==> src/sv/sbf_fifo.sv <==
`timescale 1ns / 1ps
`default_nettype none
// ============================================================================
// Generic word queue
// Register-based first-in first-out queue with a fill count.
// ============================================================================
module sbf_fifo #(
    parameter int WIDTH = 8,
    parameter int DEPTH = 4
) (
    input  wire logic                       clk,
    input  wire logic                       rst_n,
    input  wire logic                       push,
    input  wire logic [WIDTH-1:0]           wdata,
    output logic                            full,
    input  wire logic                       pop,
    output logic      [WIDTH-1:0]           rdata,
    output logic                            empty,
    output logic      [$clog2(DEPTH+1)-1:0] count
);

    localparam int AW = (DEPTH > 1) ? $clog2(DEPTH) : 1;
    localparam int CW = $clog2(DEPTH + 1);

    logic [WIDTH-1:0] mem_reg [DEPTH];
    logic [AW-1:0]    wptr_reg, wptr_next;
    logic [AW-1:0]    rptr_reg, rptr_next;
    logic [CW-1:0]    count_reg, count_next;
    logic             do_push, do_pop;

    assign full    = (count_reg == CW'(DEPTH));
    assign empty   = (count_reg == '0);
    assign count   = count_reg;
    assign rdata   = mem_reg[rptr_reg];
    assign do_push = push && !full;
    assign do_pop  = pop && !empty;

    always_comb
    begin
        wptr_next = wptr_reg;
        rptr_next = rptr_reg;
        if (do_push)
            wptr_next = (wptr_reg == AW'(DEPTH - 1)) ? '0 : wptr_reg + 1'b1;
        if (do_pop)
            rptr_next = (rptr_reg == AW'(DEPTH - 1)) ? '0 : rptr_reg + 1'b1;
        unique case ({do_push, do_pop})
            2'b10:   count_next = count_reg + 1'b1;
            2'b01:   count_next = count_reg - 1'b1;
            default: count_next = count_reg;
        endcase
    end

    always_ff @(posedge clk or negedge rst_n)
    begin
        if (!rst_n)
        begin
            wptr_reg  <= '0;
            rptr_reg  <= '0;
            count_reg <= '0;
        end
        else
        begin
            wptr_reg  <= wptr_next;
            rptr_reg  <= rptr_next;
            count_reg <= count_next;
        end
    end

    always_ff @(posedge clk)
    begin
        if (do_push)
        begin
            mem_reg[wptr_reg] <= wdata;
        end
    end

endmodule
`default_nettype wire

==> config.mk <==
export PLATFORM = sky130hd
export DESIGN_NAME = sbf_fifo
export DESIGN_NICKNAME = d
export VERILOG_FILES = /design/src/sv/sbf_fifo.sv
export SDC_FILE = /design/constraint.sdc
export NUM_CORES = 1
export LEC_CHECK = 0
export BUFFER_PORTS_ARGS = -buffer_cell sky130_fd_sc_hd__buf_2
export CELL_PAD_IN_SITES_DETAIL_PLACEMENT = 0
export CELL_PAD_IN_SITES_GLOBAL_PLACEMENT = 1
export CORE_UTILIZATION = 35
export DETAILED_ROUTE_END_ITERATION = 7
export PLACE_DENSITY_LB_ADDON = 0.05
export REMOVE_ABC_BUFFERS = 1
export SYNTH_ARGS = -nofsm -noshare
export SYNTH_HDL_FRONTEND = slang
export SYNTH_SLANG_ARGS = --single-unit
==> constraint.sdc <==
create_clock -name clk -period 4.4 [get_ports clk]
set_input_delay 0.44 -clock clk [delete_from_list [all_inputs] [get_ports clk]]
set_output_delay 0.44 -clock clk [all_outputs]
set_load 0.01 [all_outputs]
==> reports/metrics.cfg <==
[drt]
num_vias=782
ant_nets=0
wl_per_cell_um=15.6
drt-pass1-iter-count=2
drt_iter0_drc=37
via_per_inst=4.71
drc_errors=0
wirelength_mm=2.59

[outcome]
outcome=finished clean

[grt]
grt_pass1_wl_mm=4.07
grt_remaining_overflow=0
antenna_found_initial=0
grt_max_degree=13
grtUsageTotal_pct=11.6
grt_pass1_vias=811

[sta]
relSlewSlack_pct=59.3
min_period_over_period_pct=49.9
hold_violations=0
layout_min_cycle_time_ns=2.20
slew_viol_final=0
clock.fmax_mhz=455
rsz0062_at_grt=false
finalSetupViolations=0
worstMarginPinSlew_ns=0.610
finalClockSkew_ns=0.00370
fin_setup_tns_ns=0

[final_layout]
fin_util_pct=43.7
drive_above_1_share_pct=43.9
fin_nets=132
largest_reg_flops=32
fillers=395
areaGrowthSynthToFinish_pct=18.9
diodes=0

[yosys]
synthMuxAreaShare_pct=15.1
yosysMostFrequentCell=edfxtp_1
synth_ff_type=edfxtp_1
synth_xor_area_share_pct=1.63
async_flop_share_pct=17.9
yosys-top-cells-count=32 x edfxtp_1, 8 x inv_1, 8 x mux4_2, 7 x dfrtp_1, 6 x ha_1
avgSynthCellArea_um2=19.4
yosysWarnings=0
netlist_area_um2=1610
synth_top_cell_area_share_pct=59.6
synth_fa_ha_area_share_pct=5.90
synthCells=83
ys_ff_latch=39
ys_seq_area_share_pct=70.5
synth_top_cell_by_area=edfxtp_1
synth_edf_count=32
synthTopCellsByArea=edfxtp_1 60%, mux4_2 11%, dfrtp_1 11%, ha_1 4.7%, and3_2 1.9%
synth_compound_area_share_pct=0
synth_top_family_by_area=multiplexers
synthSimpleGateAreaFrac_pct=4.50
synth_cell_type_count=19

[power]
irDropWorstVdd_mv=0.270
power_density_nw_per_um2=673
p_leak_nw=0.766

[critical_path]
cp-end-kind=output port
required_ns=3.96
critPathLaunchType=flop
worstPathArrival_ns=1.76
critPathMaxFanout=11
critical_path_class=flop to output port

[clock_network]
cts_root_buf=clkbuf_8
cts_buffers=5
ctsResizeCount=0
cts_tree=built
cts_htree_levels=2
cts_hold_buf=1
clk_pin_slew_ns=0.07
cts_setup_buffers=0
worst_skew_pair.late_latency_ns=0.28
cts_buffer_depth=2
cts.sinks=39

[die]
ios=25
die_h_um=69.9
core_um2=4380
rows=24
die_area_um2=4880
die_x_um=69.9
initial_core_util_pct=36.8

[placed_design]
place.gp.congestion=0.663
numPortBuffers=24
dp_hpwl_mm=1.81

[flow_run]
cap_violations=0

[worst_hold_path]
worst_hold_path_type=input port to flop

power breakdown:
group	leakage, nW	switching, mW	internal (mW)
clock	0.0612	0.118	0.183
combinational	0.329	0.183	0.222
sequential	0.375	0.0842	0.500
total	0.766	0.385	0.905
layout make-up:
cell class,instances,area (um^2),share of cell area (%)
Sequential cell,39,1140,59.3
Multi-Input combinational cell,34,437,22.8
Timing Repair Buffer,25,130,6.79
Clock buffer,6,82.6,4.31
Tap cell,52,65.1,3.40
Clock inverter,2,35.0,1.83
Inverter,8,30.0,1.57
path summary, 6_finish.rpt:
path	start	slack, ns	endpoint	depth (start not counted)
max reg2reg	count[0]$_DFFE_PN0P_	2.21	count[2]$_DFFE_PN0P_	9
min reg2reg	count[2]$_DFFE_PN0P_	0.53	count[2]$_DFFE_PN0P_	1
min	wdata[7]	0.37	mem_reg[3][7]$_DFFE_PP_	1
max	rptr_reg[0]$_DFFE_PN0P_	2.20	rdata[1]	2
max in group asynchronous	rst_n	3.73	rptr_reg[0]$_DFFE_PN0P_	2
min in group asynchronous	rst_n	0.52	wptr_reg[0]$_DFFE_PN0P_	2
critical path: stages, from the launching register on:
cell,delay [ns]
dfrtp_1,0.73
mux4_2,0.59
buf_2,0.15
cells in the final DEF, fill, tap and decap left out, drive strengths merged, types with 2 or more instances in the layout:
cell type	instances
dfrtp	7
mux4	8
clkbuf	6
xor2	2
edfxtp	32
buf	24
mux2	4
nor2	3
ha	6
inv	8
and3	4
cells by family after synthesis:
kind of cell | after synthesis
adder cells (fa/ha/maj) | 7
multiplexers | 13
XOR/XNOR | 3
buffers and inverters | 10
flip-flops | 39
AND/OR/NAND/NOR | 11
metrics by stage:
stage                     instances  setup slack [ns]  hold WS (ns)  instance area, um^2  total power [mW]
final                           166              2.20         0.366                 1920              1.29
after global routing            166              2.03         0.359                 1920              1.37
after CTS                       166              2.13         0.355                 1920              1.32
after detailed placement        157              2.20         0.288                 1790              1.01
after global placement          157              2.24         0.285                 1790              1.01
after floorplan                  81              2.28         0.144                 1600             0.858
layer usage:
layer	vias to the layer above	global-route usage [%]	part of all wire, %	routed length, um
li1	371	-	-	-
met1	390	13.4	42	1090
met2	16	18.5	51	1320
met3	5	4.62	4.7	121
met4	0	6.22	2.0	53
met5	-	0	0	0
Note: power is estimated with default switching activity, not from simulation.
